**src/rtl/core/nra_pkg.sv**
```systemverilog
package nra_pkg;

  localparam int unsigned CfgW = 32;
  localparam int unsigned CfgIdxW = 2;

  typedef enum logic [1:0] {
    CFG_PRUNE_INTERVAL  = 2'd0,
    CFG_ADVERT_PERIOD   = 2'd1,
    CFG_REGISTER_VECTOR = 2'd2
  } cfg_idx_e;

  typedef enum logic [1:0] {
    OP_MESSAGE = 2'd0,
    OP_TICK    = 2'd1,
    OP_DUMP    = 2'd2
  } op_e;

  typedef enum logic [2:0] {
    KIND_ACK    = 3'd0,
    KIND_JOIN   = 3'd1,
    KIND_PART   = 3'd2,
    KIND_ACTIVE = 3'd3,
    KIND_ADVERT = 3'd4,
    KIND_FULL   = 3'd5
  } kind_e;

  // Classified command handed from the front to the back.
  typedef enum logic [1:0] {
    CMD_REG  = 2'd0,
    CMD_TICK = 2'd1,
    CMD_DUMP = 2'd2
  } cmd_e;

  typedef struct packed {
    cmd_e        cmd;
    logic [31:0] ip;
    logic [47:0] uid;
    logic [15:0] life;
  } cmd_t;

  typedef struct packed {
    kind_e       kind;
    logic [31:0] ip;
    logic [47:0] uid;
    logic        last;
  } res_t;

endpackage

```
**src/rtl/core/node_registry_with_aging.sv**
```systemverilog
// Node registry with aging. Items enter through a small command queue and a
// sequencer works on one at a time against an entry memory with one write
// and one registered read port. A registration searches the stored entries
// one by one before its results; a tick scans them for pruning only when the
// prune interval is reached; a dump reads out every entry. Each item also
// waits while the result side stalls.
module node_registry_with_aging #(
  parameter int unsigned TABLE_DEPTH = 32
) (
  input  logic        clk_i,
  input  logic        rst_ni,
  input  logic        push,
  output logic        full,
  input  logic [1:0]  op_i,
  input  logic [31:0] src_ip_i,
  input  logic [31:0] msg_vector_i,
  input  logic [15:0] msg_length_i,
  input  logic [63:0] payload_i,
  output logic        empty,
  input  logic        pop,
  output logic [2:0]  kind_o,
  output logic [31:0] node_ip_o,
  output logic [47:0] node_uid_o,
  output logic        last_o,
  input  logic        cfg_we_i,
  input  logic [1:0]  cfg_idx_i,
  input  logic [31:0] cfg_data_i
);

  logic [15:0] prune_q, adv_q;
  logic [31:0] vec_q;
  logic        cv, cr, rv;
  nra_pkg::cmd_t cmd;
  nra_pkg::res_t res;

  // Write configuration registers.
  always_ff @(posedge clk_i or negedge rst_ni) begin
    if (!rst_ni) begin
      prune_q <= 16'd10;
      adv_q <= 16'd30;
      vec_q <= 32'd42;
    end else if (cfg_we_i) begin
      case (cfg_idx_i)
        nra_pkg::CFG_PRUNE_INTERVAL: prune_q <= cfg_data_i[15:0];
        nra_pkg::CFG_ADVERT_PERIOD: adv_q <= cfg_data_i[15:0];
        nra_pkg::CFG_REGISTER_VECTOR: vec_q <= cfg_data_i;
        default: ;
      endcase
    end
  end

  nra_front u_front (
    .clk_i, .rst_ni, .push, .full, .op_i, .src_ip_i, .msg_vector_i,
    .msg_length_i, .payload_i, .register_vector_i(vec_q),
    .cmd_valid_o(cv), .cmd_o(cmd), .cmd_ready_i(cr)
  );

  nra_back #(.TableDepth(TABLE_DEPTH)) u_back (
    .clk_i, .rst_ni, .cmd_valid_i(cv), .cmd_i(cmd), .cmd_ready_o(cr),
    .prune_interval_i(prune_q), .advert_period_i(adv_q),
    .res_valid_o(rv), .res_o(res), .res_ready_i(pop)
  );

  assign empty = !rv;
  assign kind_o = res.kind;
  assign node_ip_o = res.ip;
  assign node_uid_o = res.uid;
  assign last_o = res.last;

endmodule

```
**src/rtl/core/nra_front.sv**
```systemverilog
module nra_front (
  input  logic                clk_i,
  input  logic                rst_ni,
  input  logic                push,
  output logic                full,
  input  logic [1:0]          op_i,
  input  logic [31:0]         src_ip_i,
  input  logic [31:0]         msg_vector_i,
  input  logic [15:0]         msg_length_i,
  input  logic [63:0]         payload_i,
  input  logic [31:0]         register_vector_i,
  output logic                cmd_valid_o,
  output nra_pkg::cmd_t       cmd_o,
  input  logic                cmd_ready_i
);

  // Two-entry command queue.
  nra_pkg::cmd_t q_q [2];
  logic [1:0] cnt_q, cnt_d;
  logic       rd_q, rd_d;
  logic       keep;
  logic       wr, rd;
  nra_pkg::cmd_t c;

  assign full = (cnt_q == 2'd2);

  // Classify the item; drop messages that are not registrations.
  always_comb begin
    c.ip  = src_ip_i;
    c.uid = payload_i[63:16];
    c.life = payload_i[15:0];
    c.cmd = nra_pkg::CMD_REG;
    keep = 1'b0;
    case (op_i)
      nra_pkg::OP_MESSAGE: begin
        keep = (msg_vector_i == register_vector_i) && (msg_length_i == 16'd8);
      end
      nra_pkg::OP_TICK: begin
        c.cmd = nra_pkg::CMD_TICK;
        keep = 1'b1;
      end
      nra_pkg::OP_DUMP: begin
        c.cmd = nra_pkg::CMD_DUMP;
        keep = 1'b1;
      end
      default: keep = 1'b0;
    endcase
  end

  assign wr = push && !full && keep;
  assign rd = cmd_valid_o && cmd_ready_i;
  assign cmd_valid_o = (cnt_q != 2'd0);
  assign cmd_o = q_q[rd_q];

  always_comb begin
    cnt_d = cnt_q + {1'b0, wr} - {1'b0, rd};
    rd_d = rd ? ~rd_q : rd_q;
  end

  always_ff @(posedge clk_i or negedge rst_ni) begin
    if (!rst_ni) begin
      cnt_q <= '0;
      rd_q <= 1'b0;
    end else begin
      cnt_q <= cnt_d;
      rd_q <= rd_d;
    end
  end

  always_ff @(posedge clk_i) begin
    if (wr) begin
      q_q[rd_q ^ cnt_q[0]] <= c;
    end
  end

endmodule

```
**src/rtl/core/nra_back.sv**
```systemverilog
module nra_back #(
  parameter int unsigned TableDepth = 32
) (
  input  logic                clk_i,
  input  logic                rst_ni,
  input  logic                cmd_valid_i,
  input  nra_pkg::cmd_t       cmd_i,
  output logic                cmd_ready_o,
  input  logic [15:0]         prune_interval_i,
  input  logic [15:0]         advert_period_i,
  output logic                res_valid_o,
  output nra_pkg::res_t       res_o,
  input  logic                res_ready_i
);

  localparam int unsigned AW = (TableDepth > 1) ? $clog2(TableDepth) : 1;
  localparam int unsigned CW = $clog2(TableDepth + 1);

  typedef enum logic [6:0] {
    ST_IDLE  = 7'b0000001,
    ST_SRCH  = 7'b0000010,
    ST_RCHK  = 7'b0000100,
    ST_PRUNE = 7'b0001000,
    ST_PCHK  = 7'b0010000,
    ST_DUMP  = 7'b0100000,
    ST_EMIT  = 7'b1000000
  } st_e;

  // Entry memory: one write and one registered read port.
  logic [111:0] mem [TableDepth];
  logic [111:0] rdat_q;
  logic [AW-1:0] raddr;
  logic          we;
  logic [AW-1:0] waddr;
  logic [111:0]  wdat;

  st_e          st_q, st_d;
  logic [CW-1:0] n_q, n_d;
  logic [CW-1:0] rp_q, rp_d;
  logic [CW-1:0] wp_q, wp_d;
  logic [31:0]  now_q, now_d;
  logic [15:0]  pc_q, pc_d, ac_q, ac_d;
  logic         adv_q, adv_d;
  nra_pkg::cmd_t cur_q, cur_d;
  logic [31:0]  exp_q, exp_d;
  nra_pkg::res_t pend_q, pend_d;  // result held until the next one is known
  logic         pv_q, pv_d;
  logic         ov_q, ov_d;
  nra_pkg::res_t ob_q, ob_d;
  logic         can_out;
  logic [16:0]  pc_inc, ac_inc;
  logic [32:0]  sum;
  logic [31:0]  r_ip, r_exp;
  logic [47:0]  r_uid;

  assign r_ip  = rdat_q[111:80];
  assign r_uid = rdat_q[79:32];
  assign r_exp = rdat_q[31:0];

  assign res_valid_o = ov_q;
  assign res_o = ob_q;
  assign can_out = !ov_q || res_ready_i;
  assign cmd_ready_o = (st_q == ST_IDLE);
  assign raddr = rp_q[AW-1:0];

  always_ff @(posedge clk_i) begin
    if (we) begin
      mem[waddr] <= wdat;
    end
    rdat_q <= mem[raddr];
  end

  always_comb begin
    st_d = st_q; n_d = n_q; rp_d = rp_q; wp_d = wp_q; now_d = now_q;
    pc_d = pc_q; ac_d = ac_q; adv_d = adv_q; cur_d = cur_q; exp_d = exp_q;
    pend_d = pend_q; pv_d = pv_q; ov_d = ov_q; ob_d = ob_q;
    we = 1'b0; waddr = wp_q[AW-1:0]; wdat = rdat_q;
    pc_inc = {1'b0, pc_q} + 17'd1;
    ac_inc = {1'b0, ac_q} + 17'd1;
    sum = {1'b0, now_q} + {17'd0, cur_q.life};
    if (ov_q && res_ready_i) ov_d = 1'b0;
    case (st_q)
      ST_IDLE: begin
        if (cmd_valid_i) begin
          cur_d = cmd_i;
          rp_d = '0;
          wp_d = '0;
          case (cmd_i.cmd)
            nra_pkg::CMD_REG: st_d = ST_SRCH;
            nra_pkg::CMD_TICK: begin
              now_d = now_q + 32'd1;
              pc_d = pc_inc[15:0];
              ac_d = ac_inc[15:0];
              adv_d = 1'b0;
              if (pc_inc[15:0] >= prune_interval_i) begin
                pc_d = '0;
              end
              if (ac_inc[15:0] >= advert_period_i) begin
                ac_d = '0;
                adv_d = 1'b1;
              end
              st_d = (pc_inc[15:0] >= prune_interval_i) ? ST_PRUNE : ST_EMIT;
              if (pc_inc[15:0] < prune_interval_i) rp_d = n_q;
            end
            default: st_d = ST_DUMP;
          endcase
        end
      end
      // Issue read of entry rp; compare in ST_RCHK. At the end of the table, append the entry or report full.
      ST_SRCH: begin
        exp_d = sum[32] ? 32'hFFFF_FFFF : sum[31:0];
        if (rp_q == n_q) begin
          if (n_q < CW'(TableDepth)) begin
            we = 1'b1;
            waddr = n_q[AW-1:0];
            wdat = {cur_q.ip, cur_q.uid, exp_d};
            n_d = n_q + 1'b1;
            pend_d = '{kind: nra_pkg::KIND_JOIN, ip: cur_q.ip, uid: cur_q.uid, last: 1'b0};
          end else begin
            pend_d = '{kind: nra_pkg::KIND_FULL, ip: cur_q.ip, uid: cur_q.uid, last: 1'b0};
          end
          pv_d = 1'b1;
          st_d = ST_EMIT;
        end else begin
          st_d = ST_RCHK;
        end
      end
      ST_RCHK: begin
        if (r_ip == cur_q.ip && r_uid == cur_q.uid) begin
          we = 1'b1;
          waddr = rp_q[AW-1:0];
          wdat = {r_ip, r_uid, exp_q};
          st_d = ST_EMIT;
        end else begin
          rp_d = rp_q + 1'b1;
          st_d = ST_SRCH;
        end
      end
      // Step the scan to ST_PCHK; at its end, flush the held part, closing the item unless an advert follows.
      ST_PRUNE: begin
        if (rp_q == n_q) begin
          if (!pv_q) begin
            n_d = wp_q;
            st_d = ST_EMIT;
          end else if (can_out) begin
            ov_d = 1'b1;
            ob_d = pend_q;
            ob_d.last = !adv_q;
            pv_d = 1'b0;
            n_d = wp_q;
            st_d = ST_EMIT;
          end
        end else begin
          st_d = ST_PCHK;
        end
      end
      // Hold each expired part until the next one or the end of the scan is seen; compact live entries.
      ST_PCHK: begin
        if (r_exp < now_q) begin
          if (!pv_q || can_out) begin
            if (pv_q) begin
              ov_d = 1'b1;
              ob_d = pend_q;
            end
            pend_d = '{kind: nra_pkg::KIND_PART, ip: r_ip, uid: r_uid, last: 1'b0};
            pv_d = 1'b1;
            rp_d = rp_q + 1'b1;
            st_d = ST_PRUNE;
          end
        end else begin
          we = 1'b1;
          waddr = wp_q[AW-1:0];
          wdat = rdat_q;
          wp_d = wp_q + 1'b1;
          rp_d = rp_q + 1'b1;
          st_d = ST_PRUNE;
        end
      end
      ST_DUMP: begin
        if (rp_q == n_q) begin
          st_d = ST_IDLE;
        end else if (can_out) begin
          st_d = ST_EMIT;
        end
      end
      ST_EMIT: begin
        if (cur_q.cmd == nra_pkg::CMD_DUMP) begin
          if (can_out) begin
            ov_d = 1'b1;
            ob_d = '{kind: nra_pkg::KIND_ACTIVE, ip: r_ip, uid: r_uid,
                     last: (rp_q + 1'b1 == n_q)};
            rp_d = rp_q + 1'b1;
            st_d = ST_DUMP;
          end
        end else if (cur_q.cmd == nra_pkg::CMD_TICK) begin
          if (!adv_q) begin
            st_d = ST_IDLE;
          end else if (can_out) begin
            ov_d = 1'b1;
            ob_d = '{kind: nra_pkg::KIND_ADVERT, ip: '0, uid: '0, last: 1'b1};
            adv_d = 1'b0;
            st_d = ST_IDLE;
          end
        end else if (can_out) begin
          ov_d = 1'b1;
          if (pv_q) begin
            ob_d = pend_q;
            pv_d = 1'b0;
          end else begin
            ob_d = '{kind: nra_pkg::KIND_ACK, ip: cur_q.ip, uid: cur_q.uid, last: 1'b1};
            st_d = ST_IDLE;
          end
        end
      end
      default: st_d = ST_IDLE;
    endcase
  end

  always_ff @(posedge clk_i or negedge rst_ni) begin
    if (!rst_ni) begin
      st_q <= ST_IDLE; n_q <= '0; rp_q <= '0; wp_q <= '0; now_q <= '0;
      pc_q <= '0; ac_q <= '0; adv_q <= 1'b0; pv_q <= 1'b0; ov_q <= 1'b0;
    end else begin
      st_q <= st_d; n_q <= n_d; rp_q <= rp_d; wp_q <= wp_d; now_q <= now_d;
      pc_q <= pc_d; ac_q <= ac_d; adv_q <= adv_d; pv_q <= pv_d; ov_q <= ov_d;
    end
  end

  always_ff @(posedge clk_i) begin
    cur_q <= cur_d; exp_q <= exp_d; pend_q <= pend_d; ob_q <= ob_d;
  end

endmodule

```
**config.mk**
```make
export PLATFORM = sky130hd
export DESIGN_NAME = node_registry_with_aging
export DESIGN_NICKNAME = d
export VERILOG_FILES = /design/src/rtl/core/nra_pkg.sv /design/src/rtl/core/node_registry_with_aging.sv /design/src/rtl/core/nra_front.sv /design/src/rtl/core/nra_back.sv
export SDC_FILE = /design/constraint.sdc
export NUM_CORES = 2
export LEC_CHECK = 0
export BUFFER_PORTS_ARGS = -buffer_cell sky130_fd_sc_hd__buf_4
export CAP_MARGIN = 5
export CORE_ASPECT_RATIO = 1.2
export CORE_MARGIN = 5
export CORE_UTILIZATION = 35
export CTS_CLUSTER_SIZE = 28
export DETAILED_ROUTE_END_ITERATION = 16
export SKIP_LAST_GASP = 1
export SYNTH_ARGS = -nofsm -noshare
export SYNTH_HDL_FRONTEND = slang
export SYNTH_SLANG_ARGS = --single-unit
```
**constraint.sdc**
```tcl
create_clock -name clk_i -period 17.6 [get_ports clk_i]
set_input_delay 0 -clock clk_i [delete_from_list [all_inputs] [get_ports clk_i]]
set_output_delay 0 -clock clk_i [all_outputs]
set_load 0.01 [all_outputs]
```
* Word-level counts from Yosys, hierarchy flattened
Memory sizes are Yosys's and may differ from the RTL's. A register that Yosys moved wholly into a read port is not among the register bits.
Index checks and enable logic that the tools add are counted.
** Cells by class
- $add $sub $neg :: 9
- $lt $le $gt $ge :: 5
- Div/mod/pow operators :: 0
- $mul :: 0
- Equality and inequality tests :: 45
- Shift-type cells :: 0
- Bitwise logic cells :: 2
- Reduce and logical (&&, ||, !) cells :: 37
- Mux-type cells :: 106
** Operators with widths (number)
- $mux 84 :: 17
- $pmux 84 s3 :: 1
- $mux 112 :: 2
- $pmux 112 s2 :: 1
- $pmux 84 s2 :: 1
- $mux 7 :: 17
- $mux 6 :: 15
- $eq 32x32->1 :: 2
- $mux 32 :: 2
- $pmux 7 s7 :: 1
- $eq 48x48->1 :: 1
- $add 32x16->33 :: 1
- $mux 1 :: 33
- $add 16x1->16 const B :: 2
- $add 32x1->32 const B :: 1
- $ge 16x16->1 :: 2
- $lt 32x32->1 :: 1
- $mux 16 :: 2
- $ne 2x1->1 const B :: 13
- $pmux 6 s2 :: 2
- $pmux 6 s4 :: 1
- $add 6x1->6 const B :: 3
- $eq 16x4->1 const B :: 1
- $lt 16x16->1 :: 1
- 43 further kinds :: 81
** Word-level totals
- Output and inout bits :: 86
- Latch bits :: 0
- Logic and storage cells :: 234
- Input port bits :: 185
- Bits in registers :: 457
- Memory bits (read-only) :: 0
- Memories kept :: 2
- Memory bits (writable) :: 3780
** Memories
- u_back.mem :: depth 32, bits a word 112, rd ports 1, clocked after Yosys merged registers in 1, wr ports 1, RTL line nra_back.sv:30 : logic [111:0] mem [TableDepth];
- u_front.q_q :: depth 2, bits a word 98, rd ports 1, clocked after Yosys merged registers in 0, wr ports 1, RTL line nra_front.sv:18 : nra_pkg::cmd_t q_q [2];

* Logic depth before layout (Yosys ltp)
- Depth after elaboration :: 7
- Mapped depth :: 18
- Gate-level depth less buffers :: 17

* By module
From an unflattened synthesis, not the netlist that was laid out.
** Unflattened totals
- Cells, all modules :: 8026
- Area, all modules :: 169665.2 µm²
** Modules (own cells, without submodules)
- nra_back :: seq. area each 121087.4 µm², cells an instance 7511, times used 1, area each 159551.8 µm²
- nra_front :: seq. area each 5960.7 µm², cells an instance 378, times used 1, area each 7693.6 µm²
- node_registry_with_aging :: seq. area each 1612.8 µm², cells an instance 137, times used 1, area each 2419.8 µm²

* Worst setup path before layout
Ideal clock, no wire load.
- Path type :: register -> register
- Start :: register u_back.cur_q[30] (netlist name)
- End :: memory u_back.mem[12][0], enable pin
- Library setup time :: 861 ps
- Arrival time :: 13075 ps
- Path slack :: 3665 ps
- Cell stages (with the launch flop) :: 9
- Cells stage by stage :: edfxtp_1 > nor2b_1 > a2111o_1 > or4_4 > or3_4 > o41ai_1 > or2_2 > o211ai_1 > nor4_1
** Between the ends
- Word-level cells in the longest chain between the ends :: 6
- Elaborated cells between the ends (all ways) :: 8
- Classes of those cells :: 1 x eq/ne; 6 x mux; 1 x reduce/logical
** Ends and longest elaborated chain
- from (decl) :: RTL line nra_back.sv:44 : nra_pkg::cmd_t cur_q, cur_d;
- from (signal assigned) :: RTL line nra_back.sv:230 : cur_q <= cur_d; exp_q <= exp_d; pend_q <= pend_d; ob_q <= ob_d;
- $eq 48x48->1 (*) :: RTL line nra_back.sv:129 : if (r_ip == cur_q.ip && r_uid == cur_q.uid) begin
- $logic_and 1x1->1 (*) :: RTL line nra_back.sv:129
- $mux 1 :: RTL line nra_back.sv:129
- $pmux 1 s3 :: RTL line nra_back.sv:82 : case (st_q)
- $mux 1 :: RTL line nra_back.sv:67 : if (we) begin
- $mux 1 (not written as such) :: RTL line nra_back.sv:68 : mem[waddr] <= wdat;
- to (decl) :: RTL line nra_back.sv:30
Every way passes the cells marked *; elsewhere a longest branch is shown, timed or not.

* Worst setup path in the final report
- Start :: register u_back.cur_q[51] (netlist name)
- End :: memory u_back.mem[25][65], enable pin
Same word-level chain as after synthesis.

==> flow_summary_export.csv <==
group,metric,value,unit
finish,final_nets,9101,
outcome,status,"complete, no violations",
sta,hold_violations,0,
route,drt_iter0_markers,10600,
route,vias,84400,
route,ant_nets,0,
clock_network,clk_latency,970,ps
global_routing,grt_pass1_wl,652000,um
logic_synthesis,synth_ff_type,"edfxtp_1",
sta,setup-violations-final,0,
clock_network,tritoncts,"yes",
floorplanning,ios,271,
clock_network,clkTransAtPathRegs,60,ps
worst_setup_path,crit_start,"u_back.cur_q[51]$_DFFE_PP_",
global_routing,grt_overflow,0,
clock_network,cts_htree_levels,5,
route,firstDrtPassIters,7,
floorplanning,fp.dieH,772,um
logic_synthesis,async_flop_share,3.66,%
route,drc_errors,0,
pwr,peakVddDrop,105,uV
floorplanning,dieArea,498000,um2
floorplanning,fp.coreArea,483000,um2
floorplanning,die_w,645,um
sta,tightest_slew,1380,ps
sta,slew_headroom,7.99,%
worst_setup_path,crit-reg2reg-launch,"u_back.cur_q[51]$_DFFE_PP_",
sta,maxSlewViolCount,0,
sta,grt_setup_unrepaired,"false",
worst_setup_path,worstSetupPathType,"flip-flop to flip-flop",
pwr,leakage,62.7,nW
sta,whs,164,ps
finish,drive_above_1_share,27.6,%
sta,min_period_over_period,41.0,%
route,totalWireLength,460000,um
clock_network,cts_buffer_depth,4,
place,dp.final_hpwl,256000,um
logic_synthesis,ys_ff_latch,4348,
logic_synthesis,yosys_warnings,0,
finish,area_delta_synth_final,16.1,%
sta,final.setup.tns,0,ps
clock_network,clock-sinks,4348,
worst_setup_path,setup.worst_path.end_class,"flip-flop",
logic_synthesis,yosysSeqAreaShare,76.0,%
place,routabilityCongestion,0.834,
min_path,min-delay-path-class,"primary input to flip-flop",
pwr,p_total,29.1,mW
sta,post-route-min-period,7210,ps
logic_synthesis,avgSynthCellArea,21.1,um2
clock_network,cts_buffers,402,
worst_setup_path,critical_path_required,18150,ps
logic_synthesis,syn_inst,8036,
worst_setup_path,worstSetupStartpointType,"flip-flop",
finish,final_core_util,40.7,%
place,place_inst,14500,
logic_synthesis,mappedNetlistArea,169000,um2
floorplanning,num_rows,280,
sta,clock_skew,65.8,ps
logic_synthesis,synth_edf_count,4077,
sta,fmax,139,MHz
min_path,worstHoldStart,"msg_length_i[12]",
clock_network,clock-root-buffer,"clkbuf_16",
floorplanning,initial_core_util,35.0,%
global_routing,grt_max_degree,160,
worst_setup_path,arrival,7760,ps
global_routing,antenna_found_initial,31,
worst_setup_path,worstPathMaxFanout,40,
place,placement.io_buffers,270,
global_routing,grtUsageTotal,18.0,%
logic_synthesis,synth_nets,8313,
logic_synthesis,ys_types,93,
route,via_per_inst,5.42,
route,wl_per_cell,29.5,um
pwr,power_density,148,nW/um2
global_routing,grt_pass1_vias,86800,
run,maxCapViolations,0,
finish,fin_cells,15600,
[synthesized netlist by cell type (7+ instances only)]
library cell / n / area [um2]
nand4_1: 36 / 225
dfstp_2: 10 / 263
dfrtp_1: 149 / 3730
nand2b_1: 12 / 75.1
a31oi_1: 15 / 93.8
edfxtp_1: 4077 / 122000
a21oi_1: 58 / 290
a22o_1: 31 / 272
dfxtp_1: 112 / 2240
buf_2: 18 / 90.1
inv_1: 177 / 664
nor3_1: 35 / 175
nor4_1: 27 / 169
and3_1: 28 / 175
xor2_1: 49 / 429
a222oi_1: 80 / 801
mux2_2: 227 / 2560
o22ai_1: 13 / 81.3
mux4_2: 1120 / 25200
nand3_1: 52 / 260
a22oi_1: 15 / 113
clkbuf_1: 263 / 987
o31ai_1: 7 / 52.6
ha_1: 91 / 1140
nor2b_1: 11 / 68.8
nand2_1: 715 / 2680
or2_2: 13 / 81.3
o21a_1: 8 / 60.1
and2_1: 11 / 68.8
nor2_1: 66 / 248
xnor2_1: 150 / 1310
o21ai_0: 92 / 460
buf_1: 108 / 405
a21o_1: 47 / 353
[report_power, final]
part	internal, mW	switching, mW
registers	13.1	0.429
clock network	5.12	3.84
logic	2.53	4.06
total	20.8	8.33
[critical path, cell delays in order (launching register included)]
cell and delay, ps:
edfxtp_1 450, xnor2_1 570, nand4_1 510, nor4_1 570, buf_4 240, nand4_1 500
nor3_4 330, buf_4 510, a21o_1 220, a41oi_2 110, nor3_2 330, buf_4 650
buf_4 770, buf_4 770
[flip-flops by register name, summed over array words and instances, names as in the netlist, 32 cells and up]
signal	flops
u_back.mem	3584
u_front.q_q	196
u_back.rdat_q	112
u_back.cur_q	98
u_back.res_o	84
u_back.pend_q	83
u_back.exp_q	32
u_back.now_q	32
vec_q	32
[path summary, 6_finish.rpt]
path	endpoint	slack [ps]	cells past startpoint
worst min register to register	adv_q[5]$_DFFE_PN0P_	510	1
max in group asynchronous	prune_q[14]$_DFFE_PN0P_	16610	4
worst min-delay path	u_front.q_q[0][96]$_DFFE_PP_	160	6
worst max-delay path	u_back.mem[25][65]$_DFFE_PP_	10390	13
worst max register to register	u_back.mem[25][65]$_DFFE_PP_	10390	13
min in group asynchronous	u_back.pc_q[13]$_DFFE_PN0P_	230	4
[what timing repair did]
item,CTS,global route
hold buffers,300,0
setup buffers,0,0
endpoints found under the hold margin,426,0
gates resized for setup,0,0
[cells in the final DEF, fill, tap and decap left out, drive strengths merged, types with 91 or more instances in the layout]
cell type       n
edfxtp       4077
mux4         1120
nand2         715
clkbuf        486
buf           476
dlygate4sd3   299
mux2          227
inv           192
clkinv        172
xnor2         150
dfrtp         149
dfxtp         112
o21ai          93
ha             91
[final cells by class]
cell class / instances / area [um2]
Tap cell: 6345 / 7940
Timing Repair Buffer: 775 / 6870
Clock inverter: 260 / 2870
Sequential cell: 4348 / 129000
Antenna cell: 68 / 170
Inverter: 178 / 683
Multi-Input combinational cell: 3119 / 38900
Clock buffer: 486 / 10600
Fill cell: 42100 / 287000
[through the flow]
stage | area [um2] | worst slack (ps)
final | 197000 | 10390
after global routing | 197000 | 10450
after CTS | 196000 | 10380
after detailed placement | 180000 | 10440
after global placement | 180000 | 10400
after floorplan | 169000 | 3660
[routing by layer]
layer | global-route usage, % | up-vias | part of all wire [%] | routed length (um)
li1 | - | 34700 | - | -
met1 | 23.5 | 45500 | 39 | 180000
met2 | 30.5 | 3495 | 50 | 229000
met3 | 2.69 | 722 | 6.7 | 31000
met4 | 7.28 | 20 | 4.2 | 19200
met5 | 0 | - | 0.027 | 126
[cells by family (layout without fill, tap and decap cells)]
family                     after synthesis  after routing  share of synthesized area (%)
other                                    0             68                              0
buffers and inverters                  569           1699                           1.28
and+or+nand+nor                       1049           1049                           2.74
xor gates and xnor gates               199            199                           1.03
AOI/OAI and AO/OA                      430            430                           1.89
muxes                                 1349           1349                           16.4
DFF                                   4348           4348                           76.0
adders and majority gates               92             92                          0.684
Note: power is estimated with default switching activity, not from simulation.
